## src/rtl/ced_pkg.sv

```systemverilog
`timescale 1ns / 1ps
// ----------------------------------------------------------------------------
// ced_pkg: shared types and constants for the escape decoder
// Beat structs for both channels, the result group and default parameters.
// ----------------------------------------------------------------------------
package ced_pkg;

    localparam logic [31:0] MAX_LEN_DEF = 32'd65535;

    // register select on paddr[2]
    localparam logic REG_ECHO   = 1'b0;
    localparam logic REG_STOP_C = 1'b1;

    typedef struct packed {
        logic [7:0] in_byte;
        logic       in_last;
    } t_in_item;

    typedef struct packed {
        logic [7:0]  out_byte;
        logic        byte_valid;
        logic        end_of_string;
        logic        saw_stop;
        logic [15:0] total_len;
    } t_out_item;

    // up to three result beats from one input beat, item[0] goes out first
    typedef struct packed {
        logic [1:0]            n;
        t_out_item [2:0]       item;
    } t_res_set;

endpackage

```

## src/rtl/ced_step.sv

```systemverilog
`timescale 1ns / 1ps
// ----------------------------------------------------------------------------
// ced_step: escape scanner state and single-pass decode
// Holds the scan state and the running count, and turns one registered input
// beat into zero to three result beats combinationally.
// ----------------------------------------------------------------------------
module ced_step #(
    parameter logic [31:0] MAX_LEN = ced_pkg::MAX_LEN_DEF
) (
    input  logic              i_clk,
    input  logic              i_rst_n,
    input  logic              i_fire,
    input  ced_pkg::t_in_item i_item,
    input  logic              i_echo,
    input  logic              i_stop_c,
    output ced_pkg::t_res_set o_res
);

    localparam logic [15:0] CAP = (MAX_LEN > 32'd65535) ? 16'hFFFF : MAX_LEN[15:0];

    localparam logic [7:0] CH_NUL    = 8'h00;
    localparam logic [7:0] CH_BSLASH = 8'h5C;
    localparam logic [7:0] CH_QUOTE  = 8'h27;
    localparam logic [7:0] CH_LA     = 8'h61;
    localparam logic [7:0] CH_LB     = 8'h62;
    localparam logic [7:0] CH_LC     = 8'h63;
    localparam logic [7:0] CH_LE     = 8'h65;
    localparam logic [7:0] CH_UE     = 8'h45;
    localparam logic [7:0] CH_LF     = 8'h66;
    localparam logic [7:0] CH_LN     = 8'h6E;
    localparam logic [7:0] CH_LR     = 8'h72;
    localparam logic [7:0] CH_LT     = 8'h74;
    localparam logic [7:0] CH_LV     = 8'h76;
    localparam logic [7:0] CH_LX     = 8'h78;
    localparam logic [7:0] BEL       = 8'h07;
    localparam logic [7:0] BS        = 8'h08;
    localparam logic [7:0] ESC       = 8'h1B;
    localparam logic [7:0] FF        = 8'h0C;
    localparam logic [7:0] LF        = 8'h0A;
    localparam logic [7:0] CR        = 8'h0D;
    localparam logic [7:0] HT        = 8'h09;
    localparam logic [7:0] VT        = 8'h0B;

    typedef enum logic [4:0] {
        M_NORMAL = 5'b00001,
        M_BSLASH = 5'b00010,
        M_OCT    = 5'b00100,
        M_HEX    = 5'b01000,
        M_SKIP   = 5'b10000
    } t_mode;

    typedef struct packed {
        logic [1:0]      n;
        logic [2:0][7:0] b;
    } t_emits;

    t_mode       r_mode, n_mode;
    logic [7:0]  r_val, n_val;
    logic [1:0]  r_dig, n_dig;
    logic [15:0] r_cnt, n_cnt;

    t_emits      w_e;
    logic        w_fin, w_stp, w_clr;
    logic [7:0]  w_c;
    logic        w_oct, w_hex;
    logic [3:0]  w_hval;
    logic [16:0] w_sum;
    logic [15:0] w_sat;
    logic [1:0]  w_nres;

    function automatic t_emits push(t_emits e, logic [7:0] b);
        t_emits r;
        r      = e;
        r.b[r.n] = b;
        r.n    = r.n + 2'd1;
        return r;
    endfunction

    // emits whatever escape is still open
    function automatic t_emits flush(t_emits e, t_mode m, logic [7:0] v, logic [1:0] d);
        t_emits r;
        r = e;
        unique case (m)
            M_BSLASH: r = push(r, CH_BSLASH);
            M_OCT:    r = push(r, v);
            M_HEX: begin
                if (d == 2'd0) begin
                    r = push(r, CH_BSLASH);
                    r = push(r, CH_LX);
                end else begin
                    r = push(r, v);
                end
            end
            default: ;
        endcase
        return r;
    endfunction

    assign w_c    = i_item.in_byte;
    assign w_oct  = (w_c[7:3] == 5'b00110);
    assign w_hex  = (w_c >= 8'h30 && w_c <= 8'h39) || (w_c >= 8'h61 && w_c <= 8'h66)
                 || (w_c >= 8'h41 && w_c <= 8'h46);
    assign w_hval = w_c[6] ? (w_c[3:0] + 4'd9) : w_c[3:0];

    always_comb begin
        logic use_b;
        logic done;
        n_mode = r_mode;
        n_val  = r_val;
        n_dig  = r_dig;
        w_e    = '0;
        w_fin  = 1'b0;
        w_stp  = 1'b0;
        w_clr  = 1'b0;
        use_b  = 1'b1;
        done   = 1'b0;
        if (r_mode == M_SKIP) begin
            if (i_item.in_last) begin
                n_mode = M_NORMAL;
                w_clr  = 1'b1;
            end
        end else if (w_c == CH_NUL) begin
            w_e    = flush(w_e, r_mode, r_val, r_dig);
            n_mode = i_item.in_last ? M_NORMAL : M_SKIP;
            n_val  = '0;
            n_dig  = '0;
            w_fin  = 1'b1;
        end else begin
            unique case (r_mode)
                M_OCT: begin
                    if (w_oct) begin
                        n_val = {r_val[4:0], w_c[2:0]};
                        n_dig = r_dig + 2'd1;
                        use_b = 1'b0;
                        if (n_dig == 2'd3) begin
                            w_e    = flush(w_e, n_mode, n_val, n_dig);
                            n_mode = M_NORMAL;
                            n_val  = '0;
                            n_dig  = '0;
                        end
                    end else begin
                        w_e    = flush(w_e, n_mode, n_val, n_dig);
                        n_mode = M_NORMAL;
                        n_val  = '0;
                        n_dig  = '0;
                    end
                end
                M_HEX: begin
                    if (w_hex) begin
                        n_val = {r_val[3:0], w_hval};
                        n_dig = r_dig + 2'd1;
                        use_b = 1'b0;
                        if (n_dig == 2'd2) begin
                            w_e    = flush(w_e, n_mode, n_val, n_dig);
                            n_mode = M_NORMAL;
                            n_val  = '0;
                            n_dig  = '0;
                        end
                    end else begin
                        w_e    = flush(w_e, n_mode, n_val, n_dig);
                        n_mode = M_NORMAL;
                        n_val  = '0;
                        n_dig  = '0;
                    end
                end
                M_BSLASH: begin
                    use_b  = 1'b0;
                    n_mode = M_NORMAL;
                    if (w_oct) begin
                        n_mode = M_OCT;
                        n_val  = {5'b0, w_c[2:0]};
                        n_dig  = 2'd1;
                    end else begin
                        unique case (w_c)
                            CH_LA:        w_e = push(w_e, BEL);
                            CH_LB:        w_e = push(w_e, BS);
                            CH_LE, CH_UE: w_e = push(w_e, ESC);
                            CH_LF:        w_e = push(w_e, FF);
                            CH_LN:        w_e = push(w_e, LF);
                            CH_LR:        w_e = push(w_e, CR);
                            CH_LT:        w_e = push(w_e, HT);
                            CH_LV:        w_e = push(w_e, VT);
                            CH_LX: begin
                                n_mode = M_HEX;
                                n_val  = '0;
                                n_dig  = '0;
                            end
                            CH_BSLASH:    w_e = push(w_e, CH_BSLASH);
                            CH_QUOTE: begin
                                if (i_echo) w_e = push(w_e, CH_BSLASH);
                                w_e = push(w_e, CH_QUOTE);
                            end
                            CH_LC: begin
                                if (i_stop_c) begin
                                    w_fin  = 1'b1;
                                    w_stp  = 1'b1;
                                    n_mode = i_item.in_last ? M_NORMAL : M_SKIP;
                                    done   = 1'b1;
                                end else begin
                                    w_e = push(w_e, CH_BSLASH);
                                    w_e = push(w_e, w_c);
                                end
                            end
                            default: begin
                                w_e = push(w_e, CH_BSLASH);
                                w_e = push(w_e, w_c);
                            end
                        endcase
                    end
                end
                default: ;
            endcase
            if (!done) begin
                if (use_b) begin
                    if (w_c == CH_BSLASH) n_mode = M_BSLASH;
                    else                  w_e = push(w_e, w_c);
                end
                if (i_item.in_last) begin
                    w_e    = flush(w_e, n_mode, n_val, n_dig);
                    n_mode = M_NORMAL;
                    n_val  = '0;
                    n_dig  = '0;
                    w_fin  = 1'b1;
                end
            end
        end
    end

    // saturating count including the bytes of this beat
    assign w_sum  = {1'b0, r_cnt} + {15'b0, w_e.n};
    assign w_sat  = (w_sum > {1'b0, CAP}) ? CAP : w_sum[15:0];
    assign n_cnt  = (w_fin || w_clr) ? 16'd0 : w_sat;
    assign w_nres = (w_fin && w_e.n == 2'd0) ? 2'd1 : w_e.n;

    always_comb begin
        o_res.n = i_fire ? w_nres : 2'd0;
        for (int k = 0; k < 3; k++) begin
            o_res.item[k].byte_valid    = (2'(k) < w_e.n);
            o_res.item[k].out_byte      = (2'(k) < w_e.n) ? w_e.b[k] : 8'h00;
            o_res.item[k].end_of_string = w_fin && (2'(k) == w_nres - 2'd1);
            o_res.item[k].saw_stop      = w_fin && w_stp && (2'(k) == w_nres - 2'd1);
            o_res.item[k].total_len     = (w_fin && (2'(k) == w_nres - 2'd1)) ? w_sat : 16'd0;
        end
    end

    always_ff @(posedge i_clk) begin
        if (!i_rst_n) begin
            r_mode <= M_NORMAL;
            r_val  <= '0;
            r_dig  <= '0;
            r_cnt  <= '0;
        end else if (i_fire) begin
            r_mode <= n_mode;
            r_val  <= n_val;
            r_dig  <= n_dig;
            r_cnt  <= n_cnt;
        end
    end

endmodule

```

## src/rtl/ced_outbuf.sv

```systemverilog
`timescale 1ns / 1ps
// ----------------------------------------------------------------------------
// ced_outbuf: three-slot result register
// Loads all result beats of one input beat at once and shifts them out one
// beat per cycle while the output is not stalled.
// ----------------------------------------------------------------------------
module ced_outbuf (
    input  logic               i_clk,
    input  logic               i_rst_n,
    input  logic               i_load,
    input  ced_pkg::t_res_set  i_res,
    input  logic               i_stall,
    output logic               o_valid,
    output ced_pkg::t_out_item o_item,
    output logic               o_room
);

    ced_pkg::t_out_item [2:0] r_slot;
    logic [1:0]               r_cnt;
    logic                     w_pop;

    assign o_valid = (r_cnt != 2'd0);
    assign o_item  = r_slot[0];
    assign w_pop   = o_valid && !i_stall;
    // empty, or the last beat leaves this cycle
    assign o_room  = (r_cnt == 2'd0) || (r_cnt == 2'd1 && w_pop);

    always_ff @(posedge i_clk) begin
        if (!i_rst_n) begin
            r_cnt <= '0;
        end else if (i_load) begin
            r_cnt <= i_res.n;
        end else if (w_pop) begin
            r_cnt <= r_cnt - 2'd1;
        end
    end

    always_ff @(posedge i_clk) begin
        if (i_load) begin
            r_slot <= i_res.item;
        end else if (w_pop) begin
            r_slot[0] <= r_slot[1];
            r_slot[1] <= r_slot[2];
        end
    end

endmodule

```

## src/rtl/c_escape_decoder.sv

```systemverilog
`timescale 1ns / 1ps
// ----------------------------------------------------------------------------
// c_escape_decoder: streaming expander of C backslash escapes
//
//   channel | direction | handshake                 | payload
//   in      | input     | i_in_valid / o_in_stall   | i_in  (t_in_item)
//   out     | output    | o_out_valid / i_out_stall | o_out (t_out_item)
//   config  | input     | APB psel/penable/pwrite   | paddr[2], pwdata[0]
//
// An input beat is registered, decoded combinationally and loaded into a
// three-slot result register, which presents its results in order.
// One input beat per cycle while each yields at most one result and the output
// is not stalled; a beat with more results holds the input until they drain.
// Reset clears scan state, count and both config bits.
// Output stall backs up into o_in_stall through the result register.
// ----------------------------------------------------------------------------
module c_escape_decoder #(
    parameter logic [31:0] MAX_LEN = ced_pkg::MAX_LEN_DEF
) (
    input  logic               i_clk,
    input  logic               i_rst_n,
    input  logic               i_in_valid,
    output logic               o_in_stall,
    input  ced_pkg::t_in_item  i_in,
    output logic               o_out_valid,
    input  logic               i_out_stall,
    output ced_pkg::t_out_item o_out,
    input  logic               psel,
    input  logic               penable,
    input  logic               pwrite,
    input  logic [2:0]         paddr,
    input  logic [31:0]        pwdata,
    output logic [31:0]        prdata,
    output logic               pready
);

    logic              r_echo, r_stop_c;
    logic              r_in_valid;
    ced_pkg::t_in_item r_in;
    logic              w_room, w_fire, w_wr;
    ced_pkg::t_res_set w_res;

    // config registers
    assign pready = 1'b1;
    assign w_wr   = psel && penable && pwrite;
    assign prdata = {31'b0, (paddr[2] == ced_pkg::REG_STOP_C) ? r_stop_c : r_echo};

    always_ff @(posedge i_clk) begin
        if (!i_rst_n) begin
            r_echo   <= 1'b0;
            r_stop_c <= 1'b0;
        end else if (w_wr) begin
            if (paddr[2] == ced_pkg::REG_ECHO) r_echo   <= pwdata[0];
            else                               r_stop_c <= pwdata[0];
        end
    end

    // input register
    assign w_fire     = r_in_valid && w_room;
    assign o_in_stall = r_in_valid && !w_fire;

    always_ff @(posedge i_clk) begin
        if (!i_rst_n) begin
            r_in_valid <= 1'b0;
        end else if (!o_in_stall) begin
            r_in_valid <= i_in_valid;
        end
    end

    always_ff @(posedge i_clk) begin
        if (!o_in_stall) begin
            r_in <= i_in;
        end
    end

    ced_step #(
        .MAX_LEN (MAX_LEN)
    ) u_step (
        .i_clk    (i_clk),
        .i_rst_n  (i_rst_n),
        .i_fire   (w_fire),
        .i_item   (r_in),
        .i_echo   (r_echo),
        .i_stop_c (r_stop_c),
        .o_res    (w_res)
    );

    ced_outbuf u_outbuf (
        .i_clk   (i_clk),
        .i_rst_n (i_rst_n),
        .i_load  (w_fire),
        .i_res   (w_res),
        .i_stall (i_out_stall),
        .o_valid (o_out_valid),
        .o_item  (o_out),
        .o_room  (w_room)
    );

endmodule

```

## config.mk

```make
export PLATFORM = sky130hd
export DESIGN_NAME = c_escape_decoder
export DESIGN_NICKNAME = d
export VERILOG_FILES = /design/src/rtl/ced_pkg.sv /design/src/rtl/ced_step.sv /design/src/rtl/ced_outbuf.sv /design/src/rtl/c_escape_decoder.sv
export SDC_FILE = /design/constraint.sdc
export NUM_CORES = 1
export LEC_CHECK = 0
export BUFFER_PORTS_ARGS = -buffer_cell sky130_fd_sc_hd__buf_4
export CAP_MARGIN = 10
export CORE_ASPECT_RATIO = 1.4
export CORE_MARGIN = 10
export CORE_UTILIZATION = 40
export DETAILED_ROUTE_END_ITERATION = 7
export PLACE_DENSITY = 0.57
export SETUP_SLACK_MARGIN = 0.2
export SYNTH_ARGS = -nofsm -noshare
export SYNTH_HDL_FRONTEND = slang
export SYNTH_SLANG_ARGS = --single-unit
```

## constraint.sdc

```tcl
create_clock -name i_clk -period 6.7 [get_ports i_clk]
set_input_delay 1.34 -clock i_clk [delete_from_list [all_inputs] [get_ports i_clk]]
set_output_delay 1.34 -clock i_clk [all_outputs]
set_load 0.1 [all_outputs]
```

### Word-level counts from Yosys, hierarchy flattened

Index checks and enable logic that the tools add are counted.

| word-level totals | value |
|---|---|
| input bits | 51 |
| word-level logic and storage cells | 248 |
| output and inout port bits | 62 |
| register bits after elaboration | 126 |

| cells by class | value |
|---|---|
| add/sub/neg operators | 9 |
| order comparisons | 18 |
| equality and inequality tests | 27 |
| reduce and logical (&&, ||, !) cells | 42 |
| bitwise gates (word level) | 12 |
| muxes and demuxes | 115 |

Operators with widths:

| kind | number |
|---|---|
| 26-bit two-way mux | 23 |
| 26-bit case mux with 12 select lines | 1 |
| 26-bit case mux with 3 select lines | 3 |
| 8-bit two-way mux | 17 |
| 54-bit two-way mux | 2 |
| 8-bit by 7-bit equality test with 1-bit output, second input constant | 12 |
| 5-bit two-way mux | 17 |
| 25-bit two-way mux | 3 |
| 8-bit demux with 2-bit select | 4 |
| 16-bit two-way mux | 4 |
| 24-bit bitwise mux | 2 |
| 12-bit bitwise AND | 3 |
| 12-bit inverter | 3 |
| 12-bit OR | 3 |
| 2-bit two-way mux | 14 |
| 8-bit case mux with 3 select lines | 1 |
| 1-bit logical AND | 21 |
| 1-bit two-way mux | 19 |
| 16-bit by 2-bit adder with 17-bit output | 1 |
| 17-bit by 16-bit > comparator with 1-bit output, second input constant | 1 |
| 8-bit by 7-bit greater-or-equal comparator with 1-bit output, second input constant | 2 |
| 8-bit by 7-bit <= comparator with 1-bit output, second input constant | 2 |
| 5-bit by 3-bit equality test with 1-bit output, second input constant | 3 |
| 5-bit case mux with 3 select lines | 1 |
| other kinds (30) | 61 |

### Logic depth before layout (Yosys ltp)

| logic depth | value |
|---|---|
| word-level depth | 48 |
| gate-level depth with buffers | 28 |
| mapped depth without buffers | 25 |

### Cells and area by module

From an unflattened synthesis, not the netlist that was laid out.

| unflattened totals | value |
|---|---|
| cells, all modules | 927 |
| area total of the unflattened synthesis | 8668.3 um2 |

Modules (own cells, without submodules):

| module | area each (um2) | sequential area each (um2) | cells an instance | times used |
|---|---|---|---|---|
| ced_step | 4584.4 | 620.6 | 682 | 1 |
| ced_outbuf | 3424.5 | 2472.4 | 187 | 1 |
| c_escape_decoder | 659.4 | 330.3 | 58 | 1 |

### Worst setup path before layout

OpenSTA, ideal clock, no wires.

| timing | value |
|---|---|
| kind | register to register |
| start point | register r_in[1] (netlist bit) |
| end point | register u_outbuf.r_slot (netlist bit u_outbuf.o_item[7]) (data pin) |
| arrival | 5.049 ns |
| data required time | 6.426 ns |
| slack | 1.377 ns |
| path buffers | 3 |
| setup time | 0.274 ns |
| stages on the path, launching flop included | 26 |
| period minus slack after synthesis | 5.323 ns |
| cells stage by stage | edfxtp_1 buf_2 inv_1 ha_1 and3_1 a221o_1 a211o_1 o32ai_2 a211oi_2 ha_1 nor2_1 a21oi_1 inv_1 ha_1 o21ai_0 o21a_1 o21ai_1 buf_2 fa_1 and2_0 nand2_1 nor3_1 nand3_1 clkbuf_1 and2_1 o21ai_0 |

| on the way | value |
|---|---|
| longest elaborated chain between the ends | 30 |
| elaborated cells on any way between the ends | 89 |
| classes of those cells | add/sub (5); order compare (7); eq/ne (16); mux (49); reduce/logical (12) |

RTL lines:

| element | RTL line | text |
|---|---|---|
| from (decl) | c_escape_decoder.sv:39 | `ced_pkg::t_in_item r_in;` |
| from (signal assigned) | c_escape_decoder.sv:72 | `r_in <= i_in;` |
| parallel branches: the longest is 28 deep, another holds 8-bit by 6-bit greater-or-equal comparator with 1-bit output | -- |  |
| 16-bit two-way mux (*) | ced_step.sv:242 | `o_res.item[k].total_len = (w_fin && (2'(k) == w_nres - 2'd1)) ? w_sat : 16'd0;` |
| 54-bit two-way mux (*) | ced_outbuf.sv:39 | `if (i_load) begin` |
| to (signal assigned) | ced_outbuf.sv:40 | `r_slot <= i_res.item;` |
| to (decl) | ced_outbuf.sv:18 | `ced_pkg::t_out_item [2:0] r_slot;` |

Every way passes the cells marked *. The select of a mux whose other input is x is not followed.
A chain may end at the register's enable or synchronous reset.

### Worst setup path in the final report

| timing | value |
|---|---|
| start point | register r_in[2] (netlist bit) |
| end point | register u_outbuf.r_slot (netlist bit u_outbuf.o_item[14]) (data pin) |

Same word-level chain as after synthesis.

==> flow_metrics.env <==
export IMPL_skew_ns=0.0181
export IMPL_post_drt_wl_per_cell_um=21.5
export IMPL_antenna_left=0
export IMPL_crit_path_start="r_in[2]"
export IMPL_hold_start="u_outbuf.r_slot[80]"
export IMPL_crit_chain="inv_1 -> ha_1 -> nand2b_1 -> o22a_1 -> a311o_1 -> nor4_4 -> nand3b_4 -> inv_1 -> ha_1 -> nor2_1 -> a21oi_1 -> inv_1 -> ha_1 -> o21ai_0 -> o21a_1 -> o21ai_1 -> fa_1 -> and2_0 -> nor3b_1 -> nand3_1 -> mux2i_1 -> o21ai_0"
export IMPL_crit_type="reg2reg"
export IMPL_final_cell_mix="nand2_1 (147), edfxtp_1 (90), buf_4 (89)"
export IMPL_worstPathArrival_ns=6.05
export IMPL_synth_warnings=0
export IMPL_path_clk_slew_ns=0.06
export IMPL_powerDensity_mw_per_mm2=283
export IMPL_final_cell_area_mm2=0.00968
export IMPL_peakVddDrop_mv=0.166
export IMPL_fp_dieArea_mm2=0.0281
export IMPL_worstPathRequired_ns=6.86
export IMPL_synth_cell_type_count=95
export IMPL_layout_commonest_cell="nand2_1"
export IMPL_status="finished clean"
export IMPL_cts_htree_levels=4
export IMPL_syn_area_per_cell_um2=8.75
export IMPL_n_antenna_cell=0
export IMPL_crit_buf_inv=3
export IMPL_nets=1083
export IMPL_syn_cell_area_mm2=0.00870
export IMPL_hpwl_mm=20.6
export IMPL_setup_violations=0
export IMPL_rows=63
export IMPL_reg2reg_from="r_in[2]"
export IMPL_worstSetupStartpointType="register"
export IMPL_num_io_pins=113
export IMPL_synth_edff_count=90
export IMPL_cts_buffers=17
export IMPL_vias=7576
export IMPL_cts_root_buffer="clkbuf_16"
export IMPL_via_per_inst=5.90
export IMPL_firstDrtPassIters=7
export IMPL_holdBufCountCts=0
export IMPL_chipWidth_um=145
export IMPL_grt_max_degree=77
export IMPL_hold_viol=0
export IMPL_setup_tns_ns=0
export IMPL_overflow=0
export IMPL_max_stage_delay_ns=0.49
export IMPL_cap_violations=0
export IMPL_finalCriticalPeriod_ns=5.88
export IMPL_cp_end_kind="register"
export IMPL_drive_gt1_frac=0.160
export IMPL_drc=0
export IMPL_maxSlewViolCount=0
export IMPL_grt_antenna_before_repair=0
export IMPL_grt_pass1_vias=7440
export IMPL_clk_latency_ns=0.44
export IMPL_track_usage=0.195
export IMPL_cts_tree="done"
export IMPL_drt_iter0_drc=685
export IMPL_syn_instance_count=994
export IMPL_leakagePower_nw=3.61
export IMPL_max_freq_ghz=0.170
export IMPL_fin_crit_sh=0.878
export IMPL_start_util=0.409
export IMPL_core_mm2=0.0213
export IMPL_synth_seq_area_share=0.394
export IMPL_crit_fanout=6
export IMPL_crit_family="compound AO/OA/AOI/OAI gates"
export IMPL_place_gp_congestion=0.996
export IMPL_grt_setup_unrepaired="false"
export IMPL_worst_pin_slew_ns=1.02
export IMPL_hp_class="reg2reg"
export IMPL_wl_mm=27.6
export IMPL_die_h_um=194
export IMPL_async_flop_share=0
export IMPL_placed_cell_area_mm2=0.00904
export IMPL_synthFlopType="edfxtp_1"
export IMPL_critPathSlowestCell="edfxtp_1"
export IMPL_cts_num_sinks=126
export IMPL_clockBufferDepth=2
export IMPL_syn_to_final_growth_pct=11.3
export IMPL_io_buffers=47
export IMPL_maxSlewHeadroom=0.319
export IMPL_ys_seq_elements=126
export IMPL_grt_pass1_wl_mm=42.3
-- cell usage after synthesis, drive strengths merged (8+ instances only) --
cell type	count	area share
inv	22	0.0095
o21ai	97	0.060
a22oi	25	0.022
o211ai	9	0.0078
ha	18	0.026
nand2	148	0.064
nor4	9	0.011
a211oi	9	0.0098
buf	87	0.068
nor3	16	0.011
nand3	32	0.019
nand4	8	0.0058
dfxtp	36	0.083
edfxtp	90	0.31
a21oi	46	0.028
and3	13	0.0094
nor2b	27	0.019
and2	28	0.020
nor2	80	0.035
xnor2	8	0.0081
clkbuf	33	0.014
o31ai	15	0.018
xor2	8	0.0089
-- where the power goes --
part | internal [W] | leakage (nW) | total, W | switching [W]
clock network | 0.000544 | 0.275 | 0.000901 | 0.000357
logic | 0.000167 | 2.16 | 0.000815 | 0.000648
registers | 0.000983 | 1.17 | 0.00103 | 0.0000426
total | 0.00169 | 3.61 | 0.00274 | 0.00105
-- through the flow --
stage	cells	total power, W	util	hold WS, ns	setup WS, ns
4_1_cts	1276	0.00276	0.451	0.513	0.657
5_1_grt	1285	0.00286	0.455	0.534	0.371
6_report	1285	0.00274	0.455	0.511	0.817
3_3_place_gp	1245	0.00185	0.425	0.493	0.738
3_5_place_dp	1245	0.00186	0.425	0.499	0.685
2_1_floorplan	1025	0.00174	-	0.484	1.38
-- registers in the layout, indices dropped and copies added, names as in the netlist, 2 cells and up --
register / cells
u_outbuf.o_item: 27
u_step.r_mode: 5
r_in: 9
u_outbuf.r_slot: 54
u_step.r_val: 8
u_step.r_dig: 2
u_step.r_cnt: 16
u_outbuf.r_cnt: 2
-- worst min-delay path: cells and delay by family, from the launching register on --
| family | cells | cell delay, ns |
|---|---|---|
| flip-flops | 1 | 0.31 |
| AND/OR/NAND/NOR | 2 | 0.09 |
-- layout make-up --
cell class                      instances  area, um^2
Sequential cell                       126        3420
Fill cell                            2122       11600
Multi-Input combinational cell        757        4610
Inverter                               22        82.6
Clock buffer                           17         425
Tap cell                              260         325
Clock inverter                         14         146
Timing Repair Buffer                   89         668
-- logic make-up (layout without fill, tap and decap cells) --
kind of cell | Yosys count | count (layout) | share of synthesized area
adder cells (fa/ha/maj) | 19 | 19 | 0.0282
other | 2 | 33 | 0.000864
flip-flops | 126 | 126 | 0.394
AO/OA/AOI/OAI | 284 | 284 | 0.229
XOR/XNOR | 16 | 16 | 0.0170
multiplexers | 8 | 8 | 0.00950
AND/OR/NAND/NOR | 397 | 397 | 0.230
buffers and inverters | 142 | 142 | 0.0919
-- per-layer routing --
| layer | part of all wire | global-route usage | vias up |
|---|---|---|---|
| met5 | 0 | 0 | - |
| met2 | 0.51 | 0.330 | 311 |
| met4 | 0.061 | 0.130 | 0 |
| met1 | 0.38 | 0.216 | 3579 |
| li1 | - | - | 3582 |
| met3 | 0.055 | 0.0346 | 104 |
-- final timing paths --
path	slack (ns)	endpoint	cells after the start
hold / removal	0.51	u_outbuf.r_slot[53]	2
hold reg to reg	0.51	u_outbuf.r_slot[53]	2
setup reg to reg	0.82	u_outbuf.o_item[14]	22
setup / recovery	0.82	u_outbuf.o_item[14]	22
-- what timing repair did --
action | in CTS | in global routing
gates resized for setup | 0 | 1
setup endpoints to repair | 0 | 19
setup buffers | 0 | 9
No activity file was read; power rests on OpenSTA's default activity.
